`config.mk`:
```
export PLATFORM = sky130hd
export DESIGN_NAME = gcva_front
export DESIGN_NICKNAME = d
export VERILOG_FILES = /design/src/rtl/gcva_pkg.sv /design/src/rtl/gcva_front.sv
export SDC_FILE = /design/constraint.sdc
export NUM_CORES = 1
export LEC_CHECK = 0
export BUFFER_PORTS_ARGS = -buffer_cell sky130_fd_sc_hd__buf_2
export CORE_MARGIN = 4
export CORE_UTILIZATION = 58
export DETAILED_ROUTE_END_ITERATION = 7
export PLACE_DENSITY = 0.81
export SETUP_SLACK_MARGIN = 0.02
export SLEW_MARGIN = 30
export SYNTH_ARGS = -nofsm -noshare
export SYNTH_HDL_FRONTEND = slang
export SYNTH_SLANG_ARGS = --single-unit
```
`constraint.sdc`:
```
create_clock -name vclk -period 12
set_input_delay 2.4 -clock vclk [all_inputs]
set_output_delay 2.4 -clock vclk [all_outputs]
set_load 0.02 [all_outputs]
```
`src/rtl/gcva_pkg.sv`:
```
// Shared constants, codes, command type and mask test for the centre vote accumulator.
package gcva_pkg;

    localparam int GRID_SIZE_DEF = 64;
    localparam int POS_W         = 6;
    localparam int GRAD_W        = 16;
    localparam int WGT_W         = 8;
    localparam int SCORE_W       = 48;
    localparam int RAD_W         = 6;
    localparam int RAD_RESET     = 16;
    // |g|^2 <= 2^31 and weight < 2^8 bound every term below 2^39
    localparam int TERM_W        = 39;

    localparam logic [1:0] OP_LOAD  = 2'd0;
    localparam logic [1:0] OP_VOTE  = 2'd1;
    localparam logic [1:0] OP_READ  = 2'd2;
    localparam logic [1:0] OP_CLEAR = 2'd3;

    typedef struct packed {
        logic [1:0]        op;
        logic              active;
        logic [POS_W-1:0]  col;
        logic [POS_W-1:0]  row;
        logic [GRAD_W-1:0] gx;
        logic [GRAD_W-1:0] gy;
        logic [WGT_W-1:0]  wgt;
    } t_cmd;

    typedef struct packed {
        logic start;
        logic wgt_wr;
    } t_sweep_ctl;

    function automatic logic f_in_mask(input logic [8:0] x, input logic [8:0] y,
                                       input logic [8:0] half, input logic [RAD_W-1:0] r);
        logic signed [9:0]  dx;
        logic signed [9:0]  dy;
        logic signed [19:0] sqx;
        logic signed [19:0] sqy;
        logic [20:0]        sum;
        logic [11:0]        rr;
        dx  = $signed({1'b0, x}) - $signed({1'b0, half});
        dy  = $signed({1'b0, y}) - $signed({1'b0, half});
        sqx = dx * dx;
        sqy = dy * dy;
        sum = 21'(unsigned'(sqx)) + 21'(unsigned'(sqy));
        rr  = 12'(r) * 12'(r);
        return sum <= 21'(rr);
    endfunction

endpackage

```
`src/rtl/gcva_front.sv`:
```
// Front part: accept input transactions and classify them into commands.
module gcva_front #(
    parameter int GRID_SIZE = gcva_pkg::GRID_SIZE_DEF
) (
    input  logic                         i_valid,
    output logic                         o_ready,
    input  logic [1:0]                   i_op,
    input  logic [gcva_pkg::POS_W-1:0]   i_col,
    input  logic [gcva_pkg::POS_W-1:0]   i_row,
    input  logic signed [gcva_pkg::GRAD_W-1:0] i_grad_x,
    input  logic signed [gcva_pkg::GRAD_W-1:0] i_grad_y,
    input  logic [gcva_pkg::WGT_W-1:0]   i_pixel_weight,
    input  logic [gcva_pkg::RAD_W-1:0]   i_radius,
    input  logic                         i_q_full,
    input  logic                         i_init,
    output logic                         o_push,
    output gcva_pkg::t_cmd               o_cmd
);

    logic in_grid;
    logic in_mask;
    logic active;

    assign in_grid = (9'(i_col) < 9'(GRID_SIZE)) && (9'(i_row) < 9'(GRID_SIZE));
    assign in_mask = gcva_pkg::f_in_mask(9'(i_col), 9'(i_row), 9'(GRID_SIZE / 2), i_radius);

    always_comb begin
        unique case (i_op)
            gcva_pkg::OP_VOTE:  active = in_grid && in_mask;
            gcva_pkg::OP_CLEAR: active = 1'b1;
            default:            active = in_grid;
        endcase
    end

    // hold off while the queue is full or the score clearing pass after reset runs
    assign o_ready = !i_q_full && !i_init;
    assign o_push  = i_valid && o_ready;

    assign o_cmd.op     = i_op;
    assign o_cmd.active = active;
    assign o_cmd.col    = i_col;
    assign o_cmd.row    = i_row;
    assign o_cmd.gx     = i_grad_x;
    assign o_cmd.gy     = i_grad_y;
    assign o_cmd.wgt    = i_pixel_weight;

endmodule

```
==> metrics.txt <==
most frequent cells in the layout inv_1, ha_1, fa_1; sequential cell area 0 sq um; I/O Pins 120; vias 3774; Resized Gates After CTS 0; n_diodes 0; CP Capture Type output pin; area leader, netlist fa_1; fraction of layout instances using a drive strength above 1 approximately 8.6%; vias in the first global route 3835; Layout Nets 819; Detail Placement HPWL 8460 microns; Syn Nets 837; first-pass GRT wire length 16600 microns; DRC 0; Synth Instances 624; chip width 101 microns; Worst slew margin 59.7%; area of the core 8340 sq um; routability congestion estimate ~0.92; GR Overflow Total 0; setup bufs post-CTS 0; clk_buf instances 0; Seq cells 0; die area about 10000 sq um; Total Routing Usage GR a little under a fifth; Yosys warning total 0; worst slew pin tran 589 ps; Final Cycle Share 91.4%; Mapped Area 5050 sq um; FMAX 91.2 MHz; Arr. time, crit path 8560 ps; crit path from i_col[0]; area of the multi-input gates slightly above 4000 sq um; # port buffers 40; most common cell after layout, fill and taps aside inv_1; routed wire length approximately 9000 microns; Vias per Instance 5.32; Worst Setup Start Kind input port; largest net degree at the start of global routing 13; Synth Area per Inst 8.09 sq um; Final Hold Viols 0; Die Y 101 microns; Slew Limit Fails 0; area grow syn2layout -1.98%; Hold Crit Class in -> out; Setup TNS 0 ps; RSZ-0062 raised after global routing false; routed length per instance 13.0 microns; worst endpoint required time 9600 ps; crit-path most repeated cell inv_1; slowest CP cell fa_1; fin crit period around 11000 ps; status complete, no violations; critical path type in -> out; Area contributors post-synth fa_1, ha_1, inv_1, buf_4, xnor2_1; drt pass-1 iters 4; top-area cell type share of the netlist area 25.0%; Max Cap Viol 0; # hold bufs at CTS 0; Filler cells 766; Critical Path Fanout Max 10; final antenna-violating net count 0; endpoints failing setup 0; Seq/Total Area, Yosys 0%; initial antenna violation count 0; DR iter-0 viols 160; Synth cell types 49; CP max stage delay 530 ps; Setup crit end o_cmd[52]; Initial Util between 60% and 70%; Rows 33
==> worst min-delay path by stage <==
stage	from	to	slack, ps	cells past startpoint
2_1_floorplan	i_q_full	o_ready	4880	1
3_3_place_gp	i_grad_y[12]	o_cmd[20]	4800	0
3_5_place_dp	i_grad_y[12]	o_cmd[20]	4800	0
4_1_cts	i_grad_y[12]	o_cmd[20]	4800	0
5_1_grt	i_grad_y[9]	o_cmd[17]	4800	0
6_report	i_grad_x[4]	o_cmd[28]	4800	0
==> worst max-delay path, delay by kind of cell <==
kind	cells	cell delay [ps]
AO/OA/AOI/OAI	12	1890
XOR/XNOR	2	290
adder cells (fa/ha/maj)	7	2830
AND/OR/NAND/NOR	3	560
buffers and inverters	7	610
==> per-stage QoR <==
step | cells | setup slack [ps] | cell area [sq um] | hold slack, ps | util [%]
floorplan | 624 | 1550 | 5050 | 4880 | -
global placement | 709 | 1160 | 4950 | 4800 | 59.3
detailed placement | 709 | 1050 | 4950 | 4800 | 59.3
CTS | 709 | 1030 | 4950 | 4800 | 59.3
global route | 709 | 392 | 4950 | 4800 | 59.3
finish | 709 | 1040 | 4950 | 4800 | 59.3
==> synth_stat cells, types with 3 or more instances <==
cell	n
a21oi_1	25
nand2_1	34
or2_2	9
nand3_1	7
and3_1	4
buf_4	55
ha_1	87
nor3_1	3
nor2b_1	13
nand2b_1	7
a211oi_1	3
o21bai_1	3
xnor2_1	35
nor2_1	26
xor2_1	10
inv_1	135
o21a_1	3
a21o_1	12
nor4_1	4
nand4_1	4
o21ai_0	15
fa_1	63
clkbuf_1	5
or3_1	3
and2_1	24
==> cell type report <==
class | count | share of cell area (%)
inverters | 135 | 10.2
multi-input cells | 429 | 83.1
well taps | 105 | 2.65
repair buffers | 40 | 4.05
==> kinds of logic (layout without fill, tap and decap cells) <==
family	count (synthesis)	after routing	synth area share (%)
compound gates	86	86	11.5
xor+xnor	45	45	7.81
fa+ha+maj	150	150	46.5
buf+inv	195	175	18.6
mux	2	2	0.446
simple gates	146	146	15.1
==> layer usage <==
layer | track usage (%) | share of wire [%]
met5 | 0 | 0
met4 | 2.25 | 1.3
met3 | 1.03 | 5.1
met2 | 34.1 | 50
met1 | 26.3 | 44
Power is left out: the tool's default activity adds up to more than one toggle a clock period on the data nets, which glitch-free logic cannot reach.
