File: config.mk
export PLATFORM = sky130hd
export DESIGN_NAME = gcva_queue
export DESIGN_NICKNAME = d
export VERILOG_FILES = /design/src/rtl/gcva_pkg.sv /design/src/rtl/gcva_queue.sv
export SDC_FILE = /design/constraint.sdc
export NUM_CORES = 1
export LEC_CHECK = 0
export ABC_AREA = 1
export BUFFER_PORTS_ARGS = -buffer_cell sky130_fd_sc_hd__buf_2
export CAP_MARGIN = 20
export CORE_MARGIN = 2
export CORE_UTILIZATION = 56
export DETAILED_ROUTE_END_ITERATION = 7
export GPL_ROUTABILITY_DRIVEN = 0
export PLACE_DENSITY = 0.85
export SLEW_MARGIN = 20
export SYNTH_ARGS = -nofsm -noshare
export SYNTH_HDL_FRONTEND = slang
export SYNTH_SLANG_ARGS = --single-unit
File: constraint.sdc
create_clock -name i_clk -period 9 [get_ports i_clk]
set_clock_uncertainty 0.05 [all_clocks]
set_input_delay 1.35 -clock i_clk [delete_from_list [all_inputs] [get_ports i_clk]]
set_output_delay 1.35 -clock i_clk [all_outputs]
set_load 0.01 [all_outputs]
File: src/rtl/gcva_pkg.sv
// Shared constants, codes, command type and mask test for the centre vote accumulator.
package gcva_pkg;

    localparam int GRID_SIZE_DEF = 64;
    localparam int POS_W         = 6;
    localparam int GRAD_W        = 16;
    localparam int WGT_W         = 8;
    localparam int SCORE_W       = 48;
    localparam int RAD_W         = 6;
    localparam int RAD_RESET     = 16;
    // |g|^2 <= 2^31 and weight < 2^8 bound every term below 2^39
    localparam int TERM_W        = 39;

    localparam logic [1:0] OP_LOAD  = 2'd0;
    localparam logic [1:0] OP_VOTE  = 2'd1;
    localparam logic [1:0] OP_READ  = 2'd2;
    localparam logic [1:0] OP_CLEAR = 2'd3;

    typedef struct packed {
        logic [1:0]        op;
        logic              active;
        logic [POS_W-1:0]  col;
        logic [POS_W-1:0]  row;
        logic [GRAD_W-1:0] gx;
        logic [GRAD_W-1:0] gy;
        logic [WGT_W-1:0]  wgt;
    } t_cmd;

    typedef struct packed {
        logic start;
        logic wgt_wr;
    } t_sweep_ctl;

    function automatic logic f_in_mask(input logic [8:0] x, input logic [8:0] y,
                                       input logic [8:0] half, input logic [RAD_W-1:0] r);
        logic signed [9:0]  dx;
        logic signed [9:0]  dy;
        logic signed [19:0] sqx;
        logic signed [19:0] sqy;
        logic [20:0]        sum;
        logic [11:0]        rr;
        dx  = $signed({1'b0, x}) - $signed({1'b0, half});
        dy  = $signed({1'b0, y}) - $signed({1'b0, half});
        sqx = dx * dx;
        sqy = dy * dy;
        sum = 21'(unsigned'(sqx)) + 21'(unsigned'(sqy));
        rr  = 12'(r) * 12'(r);
        return sum <= 21'(rr);
    endfunction

endpackage

File: src/rtl/gcva_queue.sv
// Two-entry command queue between the front and back parts.
module gcva_queue (
    input  logic            i_clk,
    input  logic            i_rst_n,
    input  logic            i_push,
    input  gcva_pkg::t_cmd  i_cmd,
    input  logic            i_pop,
    output logic            o_full,
    output logic            o_empty,
    output gcva_pkg::t_cmd  o_cmd
);

    gcva_pkg::t_cmd r_mem [2];
    logic           r_wr;
    logic           r_rd;
    logic [1:0]     r_cnt;

    assign o_full  = r_cnt == 2'd2;
    assign o_empty = r_cnt == 2'd0;
    assign o_cmd   = r_mem[r_rd];

    always_ff @(posedge i_clk) begin
        if (!i_rst_n) begin
            r_wr  <= 1'b0;
            r_rd  <= 1'b0;
            r_cnt <= 2'd0;
        end else begin
            if (i_push) r_wr <= ~r_wr;
            if (i_pop)  r_rd <= ~r_rd;
            r_cnt <= r_cnt + 2'(i_push) - 2'(i_pop);
        end
    end

    always_ff @(posedge i_clk) begin
        if (i_push) r_mem[r_wr] <= i_cmd;
    end

endmodule

==> results.toml, run 1 <==
[pwr]
p_clk_share_pct = 45.3
max-vdd-ir-drop_mv = 0.162
p_switching_mw = 0.278
internal-power_mw = 1.10
power_density_nw_per_um2 = 245
swShare_pct = 20.2
p_leak_nw = 2.29
power_frac_seq_pct = 46.4
p_comb_share_pct = 8.3

[worst_setup_path]
crit_required_ns = 7.60
arrival_ns = 2.07
critPathLaunchType = "flip-flop"
crit_fanout = 55
r2r-start = "r_wr"
critPathCapture = "o_cmd[54]"
rrSetupSlack_ns = 7.19
reg2regPathDepth = 3
rr_endpoint = "r_mem[1][40]"
end_kind = "output pin"
critPathKind = "flip-flop to output pin"

[synth]
synth-seq-area-share_pct = 76.5
yosys_warnings = 0
synth_area_leaders = "edfxtp_1, mux2_4, buf_12"
synth_nets = 265
synth_top_cell_by_area = "edfxtp_1"
synth_cell_types = 12
syn_area_per_cell_um2 = 21.8
synth_cells = 204
ys_ff_latch = 115
synth_top_area_share_pct = 74.3
syn-cell-area_um2 = 4450

[routing]
antenna_left = 0
drtIter0Drc = 70
wl_per_cell_um = 15.6
drt-pass1-iter-count = 4
vias = 2213
drc = 0
via_per_inst = 4.95
totalWireLength_um = 6980

[placed_design]
post-place-cells = 417
io_buffers = 115
dp.final_hpwl_um = 4470
pre_cts_ws_ns = 5.98

[grt]
grt_max_degree = 56
grt_util_met2_pct = 30.0
grt_overflow = 0
grt_use_met3_pct = 6.85
top_usage_layer = "met2"
track_usage_pct = 16.9
antenna_found_initial = 1
grt_pass1_vias = 2304
global_route.usage.met1_pct = 17.1
grt_pass1_wl_um = 10400

[die]
core_area_um2 = 7730
ios = 116
rows = 32
die_y_um = 93.1
die-area_um2 = 8670
dieWidth_um = 93.1
start_util_pct = 57.5

[clock_tree]
clock_latency_ns = 0.49
numCtsBuffers = 17
holdBufCountCts = 0
clk_path_buf_depth = 2
path_clk_slew_ns = 0.05
clock-sinks = 115
htreeDepth = 4
cts_resized = 0
post_cts_buffers = 0
root_buffer = "clkbuf_8"
cts_tree = "built"

[timing]
fmax_mhz = 288
rsz0062_at_grt = "false"
period_share_pct = 38.6
period_needed_ns = 3.47
relSlewSlack_pct = 34.1
finalSetupTns_ns = 0
worst_pin_slew_ns = 0.989
finalHoldViolations = 0
fin_hold_ws_ns = 0.459
maxSlewViolCount = 0
setup_viol = 0
setup_slack_ns = 5.53

[layout]
drive_gt1_share_pct = 58.3
fin_cells = 447
post-route-util_pct = 72.8
final_common_cell = "buf_2"
antenna_cells = 0
final-seq-area_um2 = 3410
nFillCells = 493
nets = 395
final_cell_mix = "buf_2, edfxtp_1, mux2_4"
multi_input_area_um2 = 913
syn_to_final_growth_pct = 26.5

[min_path]
hp-class = "flip-flop to flip-flop"

[run_status]
status = "finished, final reports clean"

[job]
drv_cap = 0
[cells by family (layout without fill, tap and decap cells)]
family / Yosys count / in the layout / share of synthesized area [%]
mux: 55 / 55 / 18.1
simple gates: 18 / 18 / 1.55
fa+ha+maj: 2 / 2 / 0.563
flops: 115 / 115 / 76.5
compound gates: 1 / 1 / 0.112
buf+inv: 13 / 154 / 3.10
[cell type report]
cell class / count / share of cell area (%)
Clock buffer: 19 / 7.50
Multi-Input combinational cell: 76 / 16.2
Clock inverter: 11 / 2.47
Timing Repair Buffer: 117 / 10.5
Tap cell: 102 / 2.27
Sequential cell: 115 / 60.6
Inverter: 7 / 0.467
[Yosys cell counts]
library cell	number
edfxtp_1	110
mux2_4	50
nor2_1	9
nand2_1	8
inv_1	7
buf_12	5
dfxtp_1	5
mux2_2	5
ha_1	2
a21oi_1	1
buf_6	1
nand3_1	1
[power by group through the flow]
stage / clock (mW) / combinational, mW / sequential, mW
after floorplan: 0 / 0.0836 / 0.637
after global placement: 0 / 0.112 / 0.646
after detailed placement: 0 / 0.115 / 0.649
after CTS: 0.635 / 0.116 / 0.639
after global routing: 0.656 / 0.125 / 0.641
final: 0.623 / 0.114 / 0.638
[metal layers]
layer / up-vias / wire [um]
met3: 6 / 434
met5: - / 0
met2: 77 / 3880
li1: 1051 / -
met1: 1079 / 2590
met4: 0 / 74
[metrics by stage]
step	total power, mW	cell area [um^2]
5_1_grt	1.42	5630
3_5_place_dp	0.764	5060
4_1_cts	1.39	5630
2_1_floorplan	0.721	4450
3_3_place_gp	0.759	5060
6_report	1.38	5630
[state kept, by name (all words and copies together), names as in the netlist, named ones only]
register and count:
r_mem 110, r_rd 1, r_cnt 2, r_wr 1
[how the worst min path moves through the flow]
stage | start | end | slack, ns | depth (start not counted)
after global placement | r_rd | flip-flop | 0.42 | 2
after CTS | r_rd | flip-flop | 0.46 | 2
after global routing | r_rd | flip-flop | 0.49 | 2
after detailed placement | r_rd | flip-flop | 0.44 | 2
final | r_rd | r_rd | 0.46 | 2
after floorplan | r_rd | flip-flop | 0.41 | 2
[worst max-delay path: stages, from the launching register on]
cell,delay (ns)
dfxtp_4,1.00
mux2_2,0.42
buf_2,0.14
No activity file was read; power rests on OpenSTA's default activity.
==> inputs of run 2 (changes only) <==
--- a/config.mk
+++ b/config.mk
@@ -9,10 +9,10 @@
 export BUFFER_PORTS_ARGS = -buffer_cell sky130_fd_sc_hd__buf_2
 export CAP_MARGIN = 20
 export CORE_MARGIN = 2
-export CORE_UTILIZATION = 56
+export CORE_UTILIZATION = 52
 export DETAILED_ROUTE_END_ITERATION = 7
 export GPL_ROUTABILITY_DRIVEN = 0
-export PLACE_DENSITY = 0.85
+export PLACE_DENSITY = 0.8
 export SLEW_MARGIN = 20
 export SYNTH_ARGS = -nofsm -noshare
 export SYNTH_HDL_FRONTEND = slang
==> constraint.sdc (replaced) <==
create_clock -name i_clk -period 3.59 [get_ports i_clk]
set_clock_uncertainty 0.05 [all_clocks]
set_input_delay 0.5385 -clock i_clk [delete_from_list [all_inputs] [get_ports i_clk]]
set_output_delay 0.5385 -clock i_clk [all_outputs]
set_load 0.01 [all_outputs]
==> run 2 against run 1 <==
Effect of this change: register-to-register slack lost 5.4 ns; die area grew 7.4%; sequential share of layout area shrank 0.80 points.
==> results.toml, run 2 (same netlist as run 1, synthesis figures left out) <==
[run_status]
status = "finished, final reports clean"

[timing]
fmax_mhz = 375
finalHoldViolations = 0
setup_viol = 0
period_share_pct = 74.4
finalSetupTns_ns = 0
fin_hold_ws_ns = 0.189
setup_slack_ns = 0.920
worst_pin_slew_ns = 1.00
relSlewSlack_pct = 33.3
maxSlewViolCount = 0
period_needed_ns = 2.67
rsz0062_at_grt = "false"

[worst_setup_path]
critPathLaunchType = "flip-flop"
reg2regPathDepth = 3
arrival_ns = 2.08
r2r-start = "r_wr"
rrSetupSlack_ns = 1.81
critPathKind = "flip-flop to output pin"
rr_endpoint = "r_mem[1][22]"
crit_fanout = 55
end_kind = "output pin"
crit_required_ns = 3.00

[placed_design]
dp.final_hpwl_um = 4460
placedInstanceArea_um2 = 5090
io_buffers = 115
pre_cts_ws_ns = 1.41

[layout]
syn_to_final_growth_pct = 28.2
antenna_cells = 0
drive_gt1_share_pct = 58.3
post-route-cell-area_um2 = 5700
largest_register = "r_mem"
top_regs = "r_mem: 110 flops, r_cnt: 2 flops"
largest_register_ffs = 110
nets = 396
nFillCells = 571
final_cell_mix = "buf_2, edfxtp_1, mux2_4"
final_common_cell = "buf_2"

[pwr]
max-vdd-ir-drop_mv = 0.446
p_leak_nw = 2.34
power_density_nw_per_um2 = 631

[routing]
vias = 2211
via_per_inst = 4.88
drc = 0
antenna_left = 0
wl_per_cell_um = 15.0
drt-pass1-iter-count = 4
totalWireLength_um = 6800
drtIter0Drc = 68

[die]
die_y_um = 96.5
core_area_um2 = 8260
ios = 116
rows = 33
die-area_um2 = 9310
dieWidth_um = 96.5
start_util_pct = 53.8

[min_path]
hp-start = "i_cmd[30]"
hold_depth = 1
hp-class = "input port to flip-flop"
holdPathEnd = "r_mem[0][30]"

[clock_tree]
cts_tree = "built"
clk_path_buf_depth = 2
path_clk_slew_ns = 0.05
numCtsBuffers = 17
cts_resized = 0
htreeDepth = 4
post_cts_buffers = 0
clock-sinks = 115
clock_latency_ns = 0.48
root_buffer = "clkbuf_8"
holdBufCountCts = 0

[grt]
track_usage_pct = 15.3
grt_overflow = 0
grt_max_degree = 56
grt_pass1_wl_um = 10300
antenna_found_initial = 0
grt_pass1_vias = 2225

[job]
drv_cap = 0
run 2: changes by cell type in the layout (fill, tap and decap cells not counted), sizes merged:
cell	before	now
clkinvlp	3	0
bufinv	3	5
clkinv	5	7
buf	117	118
clkbuf	19	20
run 2: cell type report:
class,instances,area (um^2),area share (%)
Sequential cell,115,3410,59.8
Tap cell,105,131,2.30
Inverter,7,26.3,0.461
Clock buffer,20,425,7.46
Multi-Input combinational cell,76,913,16.0
Clock inverter,12,186,3.27
Timing Repair Buffer,118,611,10.7
run 2: worst max-delay path, cell delays in order, from the launching register on:
cell	delay, ns
dfxtp_4	0.99
mux2_2	0.42
buf_2	0.14
run 2: stage by stage:
step                utilization [%]  power (mW)  instances
floorplan                         -        1.81        204
global route                   69.0        3.73        453
detailed placement             61.6        1.92        421
finish                         69.0        3.60        453
global placement               61.6        1.91        421
CTS                            69.0        3.63        453
run 2: worst max path at each step:
stage,start,endpoint,slack [ns],depth (start not counted)
2_1_floorplan,i_push,r_mem[0][0],0.18,2
3_3_place_gp,flip-flop,o_cmd[54],1.41,2
3_5_place_dp,flip-flop,o_cmd[54],1.41,2
4_1_cts,flip-flop,o_cmd[54],0.88,2
5_1_grt,flip-flop,o_cmd[1],0.82,2
6_report,flip-flop,o_cmd[54],0.92,2
run 2: power by group:
group | total [mW] | internal (mW) | switching, mW
clock | 1.71 | 1.19 | 0.525
combinational | 0.288 | 0.161 | 0.127
sequential | 1.60 | 1.55 | 0.0442
total | 3.60 | 2.90 | 0.696
run 2: layer usage:
metal	share of wire (%)	vias up	global-route usage (%)
li1	-	1045	-
met1	39	1083	17.2
met2	53	74	26.5
met3	6.9	9	5.43
met4	1.1	0	6.69
met5	0	-	0
